### config.mk
export PLATFORM = sky130hd
export DESIGN_NAME = dns_query_answer_rewriter_unit
export DESIGN_NICKNAME = d
export VERILOG_FILES = /design/src/rtl/dqar_pkg.sv /design/src/rtl/dqar_front.sv /design/src/rtl/dqar_cmd_queue.sv /design/src/rtl/dqar_back.sv /design/src/rtl/dns_query_answer_rewriter_unit.sv
export SDC_FILE = /design/constraint.sdc
export NUM_CORES = 1
export LEC_CHECK = 0
export BUFFER_PORTS_ARGS = -buffer_cell sky130_fd_sc_hd__buf_2
export CELL_PAD_IN_SITES_DETAIL_PLACEMENT = 0
export CELL_PAD_IN_SITES_GLOBAL_PLACEMENT = 1
export CORE_ASPECT_RATIO = 0.9
export CORE_MARGIN = 3
export CORE_UTILIZATION = 53
export CTS_BUF_LIST = sky130_fd_sc_hd__clkbuf_8
export DETAILED_ROUTE_END_ITERATION = 8
export MAX_ROUTING_LAYER = met4
export PLACE_DENSITY = 0.94
export SYNTH_ARGS = -nofsm -noshare
export SYNTH_HDL_FRONTEND = slang
export SYNTH_HIERARCHICAL = 1
export SYNTH_SLANG_ARGS = --single-unit
### constraint.sdc
create_clock -name clk -period 5.38 [get_ports clk]
set_clock_uncertainty 0.05 [all_clocks]
set_input_delay 1.076 -clock clk [delete_from_list [all_inputs] [get_ports clk]]
set_output_delay 1.076 -clock clk [all_outputs]
set_load 0.02 [all_outputs]
### src/rtl/dqar_pkg.sv
// Package for the DNS query answer rewriter: command and state types,
// sizes, and the header and answer byte tables.
// No dependencies.
package dqar_pkg;

    localparam int MAX_LEN_DEF = 512;
    localparam int HDR_BYTES   = 12;
    localparam int ANS_BYTES   = 16;
    localparam int CQ_DEPTH    = 4;
    localparam int CQ_AW       = 2;
    localparam int APB_AW      = 3;
    localparam int APB_DW      = 32;

    localparam logic REG_ANSWER_ADDRESS = 1'b0;

    localparam logic [15:0] RESP_FLAGS = 16'h8180;

    typedef enum logic [1:0] {
        CMD_HEADER,
        CMD_ECHO,
        CMD_ANSWER
    } cmd_op_t;

    typedef struct packed {
        cmd_op_t     op;
        logic        ans;
        logic [31:0] data;
    } cmd_t;

    typedef enum logic [1:0] {
        B_IDLE,
        B_HDR,
        B_ECHO,
        B_ANS
    } back_state_t;

    // snap = {id_hi, id_lo, qdcount_hi, qdcount_lo}
    function automatic logic [7:0] header_byte(input logic [3:0] idx, input logic [31:0] snap);
        logic [7:0] b;
        case (idx)
            4'd0:    b = snap[31:24];
            4'd1:    b = snap[23:16];
            4'd2:    b = RESP_FLAGS[15:8];
            4'd3:    b = RESP_FLAGS[7:0];
            4'd4:    b = snap[15:8];
            4'd5:    b = snap[7:0];
            4'd7:    b = 8'h01;
            default: b = 8'h00;
        endcase
        return b;
    endfunction

    function automatic logic [7:0] answer_byte(input logic [3:0] idx, input logic [31:0] addr);
        logic [7:0] b;
        case (idx)
            4'd0:    b = 8'hC0;
            4'd1:    b = 8'h0C;
            4'd3:    b = 8'h01;
            4'd5:    b = 8'h01;
            4'd8:    b = 8'h01;
            4'd9:    b = 8'h2C;
            4'd11:   b = 8'h04;
            4'd12:   b = addr[31:24];
            4'd13:   b = addr[23:16];
            4'd14:   b = addr[15:8];
            4'd15:   b = addr[7:0];
            default: b = 8'h00;
        endcase
        return b;
    endfunction

endpackage

### src/rtl/dqar_front.sv
// Front end: accepts query bytes, holds the header fields, checks the header
// and turns it, echoed bytes and the query end into commands. Uses dqar_pkg.
module dqar_front #(
    parameter int MAX_LEN = dqar_pkg::MAX_LEN_DEF
) (
    input  logic              clk,
    input  logic              rst_n,
    input  logic              rx_valid,
    output logic              rx_stall,
    input  logic [7:0]        rx_byte,
    input  logic              rx_last,
    input  logic              q_full,
    output logic              q_push,
    output dqar_pkg::cmd_t    q_cmd
);
    import dqar_pkg::*;

    localparam int IW = $clog2(MAX_LEN + 1);

    logic [IW-1:0] idx_reg, idx_next;
    logic          drop_reg, drop_next;
    logic [7:0]    id_hi_reg, id_lo_reg, qd_hi_reg, qd_lo_reg;
    logic          qr_reg;

    logic accept;
    logic at_check, in_range, bad_hdr, hdr_ok, drop_now, echo, ans;

    assign rx_stall = q_full;
    assign accept   = rx_valid && !rx_stall;

    assign at_check = (idx_reg == IW'(HDR_BYTES - 1));
    assign in_range = (idx_reg < IW'(MAX_LEN));
    assign bad_hdr  = qr_reg || (qd_hi_reg == 8'h00 && qd_lo_reg == 8'h00);
    assign hdr_ok   = !drop_reg && at_check && !bad_hdr;
    assign drop_now = !drop_reg && at_check && bad_hdr;
    assign echo     = !drop_reg && in_range && (idx_reg >= IW'(HDR_BYTES));
    assign ans      = rx_last && !drop_reg && !drop_now && (idx_reg >= IW'(HDR_BYTES - 1));

    always_comb
    begin
        q_cmd      = '0;
        q_cmd.op   = CMD_ANSWER;
        q_cmd.ans  = ans;
        if (hdr_ok)
        begin
            q_cmd.op   = CMD_HEADER;
            q_cmd.data = {id_hi_reg, id_lo_reg, qd_hi_reg, qd_lo_reg};
        end
        else if (echo)
        begin
            q_cmd.op   = CMD_ECHO;
            q_cmd.data = {24'h000000, rx_byte};
        end
        q_push = accept && (hdr_ok || echo || ans);
    end

    always_comb
    begin
        idx_next  = idx_reg;
        drop_next = drop_reg;
        if (accept)
        begin
            if (rx_last)
            begin
                idx_next  = '0;
                drop_next = 1'b0;
            end
            else
            begin
                if (in_range)
                begin
                    idx_next = idx_reg + 1'b1;
                end
                drop_next = drop_reg || drop_now;
            end
        end
    end

    always_ff @(posedge clk or negedge rst_n)
    begin
        if (!rst_n)
        begin
            idx_reg  <= '0;
            drop_reg <= 1'b0;
        end
        else
        begin
            idx_reg  <= idx_next;
            drop_reg <= drop_next;
        end
    end

    always_ff @(posedge clk)
    begin
        if (accept)
        begin
            if (idx_reg == IW'(0))
            begin
                id_hi_reg <= rx_byte;
            end
            if (idx_reg == IW'(1))
            begin
                id_lo_reg <= rx_byte;
            end
            if (idx_reg == IW'(2))
            begin
                qr_reg <= rx_byte[7];
            end
            if (idx_reg == IW'(4))
            begin
                qd_hi_reg <= rx_byte;
            end
            if (idx_reg == IW'(5))
            begin
                qd_lo_reg <= rx_byte;
            end
        end
    end

endmodule

### src/rtl/dqar_cmd_queue.sv
// Short command queue between front and back end.
// Uses dqar_pkg for the command type and depth.
module dqar_cmd_queue (
    input  logic              clk,
    input  logic              rst_n,
    input  logic              push,
    input  dqar_pkg::cmd_t    push_cmd,
    output logic              full,
    input  logic              pop,
    output dqar_pkg::cmd_t    pop_cmd,
    output logic              empty
);
    import dqar_pkg::*;

    cmd_t              mem_reg [CQ_DEPTH];
    logic [CQ_AW-1:0]  wr_ptr_reg, rd_ptr_reg;
    logic [CQ_AW:0]    count_reg;

    assign full    = (count_reg == (CQ_AW + 1)'(CQ_DEPTH));
    assign empty   = (count_reg == '0);
    assign pop_cmd = mem_reg[rd_ptr_reg];

    always_ff @(posedge clk or negedge rst_n)
    begin
        if (!rst_n)
        begin
            wr_ptr_reg <= '0;
            rd_ptr_reg <= '0;
            count_reg  <= '0;
        end
        else
        begin
            if (push && !full)
            begin
                wr_ptr_reg <= wr_ptr_reg + 1'b1;
            end
            if (pop && !empty)
            begin
                rd_ptr_reg <= rd_ptr_reg + 1'b1;
            end
            if ((push && !full) && !(pop && !empty))
            begin
                count_reg <= count_reg + 1'b1;
            end
            else if (!(push && !full) && (pop && !empty))
            begin
                count_reg <= count_reg - 1'b1;
            end
        end
    end

    always_ff @(posedge clk)
    begin
        if (push && !full)
        begin
            mem_reg[wr_ptr_reg] <= push_cmd;
        end
    end

endmodule

### src/rtl/dqar_back.sv
// Back end: sequencer that carries out queued commands and drives the
// response byte stream through an output register. Uses dqar_pkg.
module dqar_back (
    input  logic              clk,
    input  logic              rst_n,
    input  logic [31:0]       answer_address,
    input  logic              q_empty,
    input  dqar_pkg::cmd_t    q_cmd,
    output logic              q_pop,
    output logic              tx_valid,
    input  logic              tx_stall,
    output logic [7:0]        tx_byte,
    output logic              tx_last
);
    import dqar_pkg::*;

    back_state_t state_reg, state_next;
    logic [3:0]  cnt_reg, cnt_next;
    cmd_t        cmd_reg, cmd_next;

    logic        tx_valid_reg, tx_valid_next;
    logic [7:0]  tx_byte_reg;
    logic        tx_last_reg;

    logic        out_ready, gen_valid, gen_last, advance;
    logic [7:0]  gen_byte;

    assign out_ready = !tx_valid_reg || !tx_stall;
    assign advance   = gen_valid && out_ready;

    always_comb
    begin
        q_pop     = 1'b0;
        gen_valid = 1'b0;
        gen_byte  = 8'h00;
        gen_last  = 1'b0;
        case (state_reg)
            B_IDLE:
            begin
                q_pop = !q_empty;
            end
            B_HDR:
            begin
                gen_valid = 1'b1;
                gen_byte  = header_byte(cnt_reg, cmd_reg.data);
            end
            B_ECHO:
            begin
                gen_valid = 1'b1;
                gen_byte  = cmd_reg.data[7:0];
            end
            B_ANS:
            begin
                gen_valid = 1'b1;
                gen_byte  = answer_byte(cnt_reg, answer_address);
                gen_last  = (cnt_reg == 4'(ANS_BYTES - 1));
            end
            default:
            begin
                gen_valid = 1'b0;
            end
        endcase
    end

    always_comb
    begin
        state_next = state_reg;
        cnt_next   = cnt_reg;
        cmd_next   = cmd_reg;
        case (state_reg)
            B_IDLE:
            begin
                if (!q_empty)
                begin
                    cmd_next = q_cmd;
                    cnt_next = '0;
                    case (q_cmd.op)
                        CMD_HEADER: state_next = B_HDR;
                        CMD_ECHO:   state_next = B_ECHO;
                        CMD_ANSWER: state_next = B_ANS;
                        default:    state_next = B_IDLE;
                    endcase
                end
            end
            B_HDR:
            begin
                if (advance)
                begin
                    if (cnt_reg == 4'(HDR_BYTES - 1))
                    begin
                        cnt_next   = '0;
                        state_next = cmd_reg.ans ? B_ANS : B_IDLE;
                    end
                    else
                    begin
                        cnt_next = cnt_reg + 1'b1;
                    end
                end
            end
            B_ECHO:
            begin
                if (advance)
                begin
                    cnt_next   = '0;
                    state_next = cmd_reg.ans ? B_ANS : B_IDLE;
                end
            end
            B_ANS:
            begin
                if (advance)
                begin
                    if (cnt_reg == 4'(ANS_BYTES - 1))
                    begin
                        state_next = B_IDLE;
                    end
                    else
                    begin
                        cnt_next = cnt_reg + 1'b1;
                    end
                end
            end
            default:
            begin
                state_next = B_IDLE;
            end
        endcase
    end

    assign tx_valid_next = out_ready ? gen_valid : tx_valid_reg;

    always_ff @(posedge clk or negedge rst_n)
    begin
        if (!rst_n)
        begin
            state_reg    <= B_IDLE;
            cnt_reg      <= '0;
            tx_valid_reg <= 1'b0;
        end
        else
        begin
            state_reg    <= state_next;
            cnt_reg      <= cnt_next;
            tx_valid_reg <= tx_valid_next;
        end
    end

    always_ff @(posedge clk)
    begin
        cmd_reg <= cmd_next;
        if (advance)
        begin
            tx_byte_reg <= gen_byte;
            tx_last_reg <= gen_last;
        end
    end

    assign tx_valid = tx_valid_reg;
    assign tx_byte  = tx_byte_reg;
    assign tx_last  = tx_last_reg;

endmodule

### src/rtl/dns_query_answer_rewriter_unit.sv
// After the 12th query byte is accepted, the header command passes the queue, the back-end
// state register and the output register to tx. Each echoed byte needs an idle step to fetch
// it and an echo step; header 12 bytes, answer 16; rx stalls only while the queue is full.
// Reset: rst_n clears counters, flags, queue and output valid; no sweep.
// Top level of the DNS query answer rewriter; uses dqar_pkg, dqar_front,
// dqar_cmd_queue and dqar_back.
module dns_query_answer_rewriter_unit #(
    parameter int MAX_LEN = dqar_pkg::MAX_LEN_DEF
) (
    input  logic                          clk,
    input  logic                          rst_n,
    input  logic                          rx_valid,
    output logic                          rx_stall,
    input  logic [7:0]                    rx_byte,
    input  logic                          rx_last,
    output logic                          tx_valid,
    input  logic                          tx_stall,
    output logic [7:0]                    tx_byte,
    output logic                          tx_last,
    input  logic                          psel,
    input  logic                          penable,
    input  logic                          pwrite,
    input  logic [dqar_pkg::APB_AW-1:0]   paddr,
    input  logic [dqar_pkg::APB_DW-1:0]   pwdata,
    output logic [dqar_pkg::APB_DW-1:0]   prdata,
    output logic                          pready
);
    import dqar_pkg::*;

    logic [31:0] answer_address_reg;
    logic        reg_index;
    logic        q_push, q_full, q_pop, q_empty;
    cmd_t        push_cmd, pop_cmd;

    assign pready    = 1'b1;
    assign reg_index = paddr[APB_AW-1];
    assign prdata    = (reg_index == REG_ANSWER_ADDRESS) ? answer_address_reg : '0;

    always_ff @(posedge clk or negedge rst_n)
    begin
        if (!rst_n)
        begin
            answer_address_reg <= '0;
        end
        else if (psel && penable && pwrite && pready && reg_index == REG_ANSWER_ADDRESS)
        begin
            answer_address_reg <= pwdata;
        end
    end

    dqar_front #(
        .MAX_LEN (MAX_LEN)
    ) u_front (
        .clk      (clk),
        .rst_n    (rst_n),
        .rx_valid (rx_valid),
        .rx_stall (rx_stall),
        .rx_byte  (rx_byte),
        .rx_last  (rx_last),
        .q_full   (q_full),
        .q_push   (q_push),
        .q_cmd    (push_cmd)
    );

    dqar_cmd_queue u_queue (
        .clk      (clk),
        .rst_n    (rst_n),
        .push     (q_push),
        .push_cmd (push_cmd),
        .full     (q_full),
        .pop      (q_pop),
        .pop_cmd  (pop_cmd),
        .empty    (q_empty)
    );

    dqar_back u_back (
        .clk            (clk),
        .rst_n          (rst_n),
        .answer_address (answer_address_reg),
        .q_empty        (q_empty),
        .q_cmd          (pop_cmd),
        .q_pop          (q_pop),
        .tx_valid       (tx_valid),
        .tx_stall       (tx_stall),
        .tx_byte        (tx_byte),
        .tx_last        (tx_last)
    );

endmodule

==> flow_metrics.py <==
metrics = {
    "drt": {
        "ant_nets": 0,
        "drt_iter0_markers": 538,
        "drtPass1Iterations": 5,
        "wl_um": 23100,
        "drc": 0,
        "routed_via_density": 5.78,
        "avgRoutedWirePerCell_um": 20.3,
        "vias": 6582,
    },
    "cts": {
        "cts_setup_buffers": 0,
        "cts-buffers-inserted": 42,
        "cts_root_buffer": "clkbuf_8",
        "ctsHoldBuffers": 0,
        "cts_tree": "built",
        "cts_max_path_buffers": 3,
        "insertion_delay_ns": 0.54,
        "cts_max_level": 2,
        "post_cts_resized": 0,
        "clkTransAtPathRegs_ns": 0.06,
        "cts_num_sinks": 272,
    },
    "grt": {
        "grt_use_met1_pct": 28.1,
        "grt_pass1_wl_um": 36500,
        "grt.busiest_layer": "met2",
        "grt_antenna_before_repair": 0,
        "gr-usage-met2_pct": 31.3,
        "grt_max_degree": 58,
        "gr-total-overflow": 0,
        "first_global_vias": 6545,
        "grt_usage_pct": 20.0,
        "grt.met3_usage_pct": 3.81,
    },
    "worst_setup_path": {
        "slowest_delay_ns": 0.84,
        "crit_chain": "or4_4 > or2_4 > nor4_1 > o311a_1 > nor2b_1 > and2_1 > buf_4",
        "critPathSlowestCell": "and2_1",
        "crit_required_ns": 5.55,
        "crit_type": "register to register",
        "end_kind": "register",
        "crit_fanout": 19,
        "cp.arrival_ns": 3.87,
        "path_buf_inv": 1,
        "start_kind": "register",
        "cpLargestDelayFamily": "simple AND/OR/NAND/NOR gates",
    },
    "finish": {
        "post_layout_nonfiller_instances": 1139,
        "area_growth_pct": 11.7,
        "largest_reg_flops": 140,
        "mostFrequentLayoutCell": "edfxtp_1",
        "diodes": 0,
        "fin_nets": 888,
        "drive_above_1_share_pct": 27.6,
        "postLayoutCoreUtil_pct": 60.5,
        "layout_common_cells": "edfxtp_1 (215), buf_2 (91), dfrtp_1 (56)",
    },
    "logic_synthesis": {
        "synth_flop_cell": "edfxtp_1",
        "synth_cell_type_count": 71,
        "synthCells": 709,
        "synth_seq_area_share_pct": 67.1,
        "async_reset_ff_share_pct": 21.0,
        "synth_edf_count": 215,
        "ys_ff_latch": 272,
        "synth_fp_nets": 781,
        "syn_avg_cell_area_sq_um": 16.6,
        "ys_warn_count": 6,
        "syn_area_sq_mm": 0.0118,
    },
    "floorplan": {
        "die_h_um": 147,
        "core_sq_mm": 0.0217,
        "die_area_sq_mm": 0.0240,
        "fp-row-count": 51,
        "die-width_um": 163,
        "io_pins": 95,
        "start_util_pct": 54.2,
    },
    "pwr": {
        "power_density_mw_per_mm2": 454,
        "irDropWorstVdd_mv": 0.325,
        "p_leak_nw": 5.29,
    },
    "worst_hold_path": {
        "holdCritPathClass": "register to register",
    },
    "placement": {
        "hpwlAfterDp_um": 15500,
        "pre_cts_ws_ns": 1.52,
        "dp.cells": 1063,
        "routabilityCongestion": 0.862,
        "port_buffers": 91,
    },
    "timing": {
        "setup_viol": 0,
        "fin_crit_ns": 3.70,
        "slew-limit-headroom_pct": 20.1,
        "fin_crit_sh_pct": 68.9,
        "drv_slew": 0,
        "hold_viol_final": 0,
        "setup_slack_ns": 1.68,
        "final.setup.tns_ns": 0,
        "worst_slew_pin_slew_ns": 1.20,
        "rsz0062_at_grt": "no",
        "whs_ns": 0.438,
        "max_freq_mhz": 270,
    },
    "status": {
        "status": "finished, final reports clean",
    },
    "run": {
        "maxCapViolCount": 0,
    },
}
==> worst register-to-register path: stages (launching register included) <==
cell     delay [ns]
dfrtp_1        0.41
or4_4          0.56
or2_4          0.27
nor4_1         0.27
o311a_1        0.22
nor2b_1        0.43
and2_1         0.84
buf_4          0.34
==> kinds of logic (layout without fill, tap and decap cells) <==
| kind of cell | Yosys count | in the layout | share of synthesized area, % |
|---|---|---|---|
| AO/OA/AOI/OAI | 116 | 116 | 7.01 |
| XOR/XNOR | 7 | 7 | 0.522 |
| adder cells (fa/ha/maj) | 21 | 21 | 2.30 |
| buffers and inverters | 60 | 199 | 3.09 |
| flip-flops | 272 | 272 | 67.1 |
| multiplexers | 77 | 77 | 11.9 |
| other | 1 | 1 | 0.0319 |
| AND/OR/NAND/NOR | 155 | 155 | 8.05 |
==> layer usage <==
metal	up-vias	routed length, um
met1	3309	10100
met4	0	280
met3	25	1630
li1	2981	-
met2	267	11100
met5	-	0
==> synthesized netlist by cell type (4+ instances only) <==
cell type / count / area share [%]
nand3_1: 6 / 0.26
ha_1: 20 / 2.1
xnor2_1: 4 / 0.30
a21oi_1: 22 / 0.94
o21ai_0: 16 / 0.68
inv_1: 18 / 0.57
and2_1: 32 / 1.7
mux4_2: 28 / 5.4
buf_6: 9 / 0.86
mux2_2: 4 / 0.38
mux2i_1: 4 / 0.34
or3_1: 4 / 0.21
a22o_1: 5 / 0.37
buf_2: 8 / 0.34
edfxtp_1: 215 / 55
nor2_1: 16 / 0.51
clkbuf_1: 15 / 0.48
nor2b_1: 39 / 2.1
dfrtp_1: 57 / 12
nand2_1: 18 / 0.57
a222oi_1: 5 / 0.43
nor4_1: 8 / 0.43
nor3_1: 5 / 0.21
mux4_1: 7 / 1.6
and3b_1: 4 / 0.30
mux2_4: 32 / 4.1
o22ai_1: 9 / 0.48
a22oi_1: 23 / 1.5
a22o_2: 5 / 0.43
==> final timing paths <==
kind	to	slack, ns	startpoint	cells past startpoint
max	u_queue/mem_reg[0][11]$_DFFE_PP_	1.68	u_front/idx_reg[8]$_DFFE_PN0P_	7
max in group asynchronous	u_queue/rd_ptr_reg[0]$_DFFE_PN0P_	4.08	rst_n	2
max reg2reg	u_queue/mem_reg[0][11]$_DFFE_PP_	1.68	u_front/idx_reg[8]$_DFFE_PN0P_	7
min reg2reg	u_queue/count_reg[2]$_DFFE_PN0P_	0.44	u_queue/count_reg[2]$_DFFE_PN0P_	1
min	u_queue/count_reg[2]$_DFFE_PN0P_	0.44	u_queue/count_reg[2]$_DFFE_PN0P_	1
min in group asynchronous	u_back/tx_valid$_DFFE_PN0N_	0.65	rst_n	2
==> stage by stage <==
step | instance area, sq um | power (mW)
5_1_grt | 13100 | 6.31
2_1_floorplan | 11800 | 4.07
4_1_cts | 13100 | 6.02
3_3_place_gp | 12400 | 4.42
6_report | 13100 | 5.96
3_5_place_dp | 12400 | 4.48
==> final cells by class <==
class / count / area (sq um)
Tap cell: 291 / 364
Multi-Input combinational cell: 377 / 3510
Fill cell: 1604 / 8560
Clock buffer: 42 / 578
Clock inverter: 34 / 173
Sequential cell: 272 / 7880
Inverter: 19 / 71.3
Timing Repair Buffer: 104 / 553
==> where the power goes <==
group          internal (mW)  total [mW]  switching (mW)
Combinational          0.665        1.52           0.851
Sequential              2.66        2.92           0.256
Clock                  0.782        1.53           0.749
No activity file was read; power rests on OpenSTA's default activity.
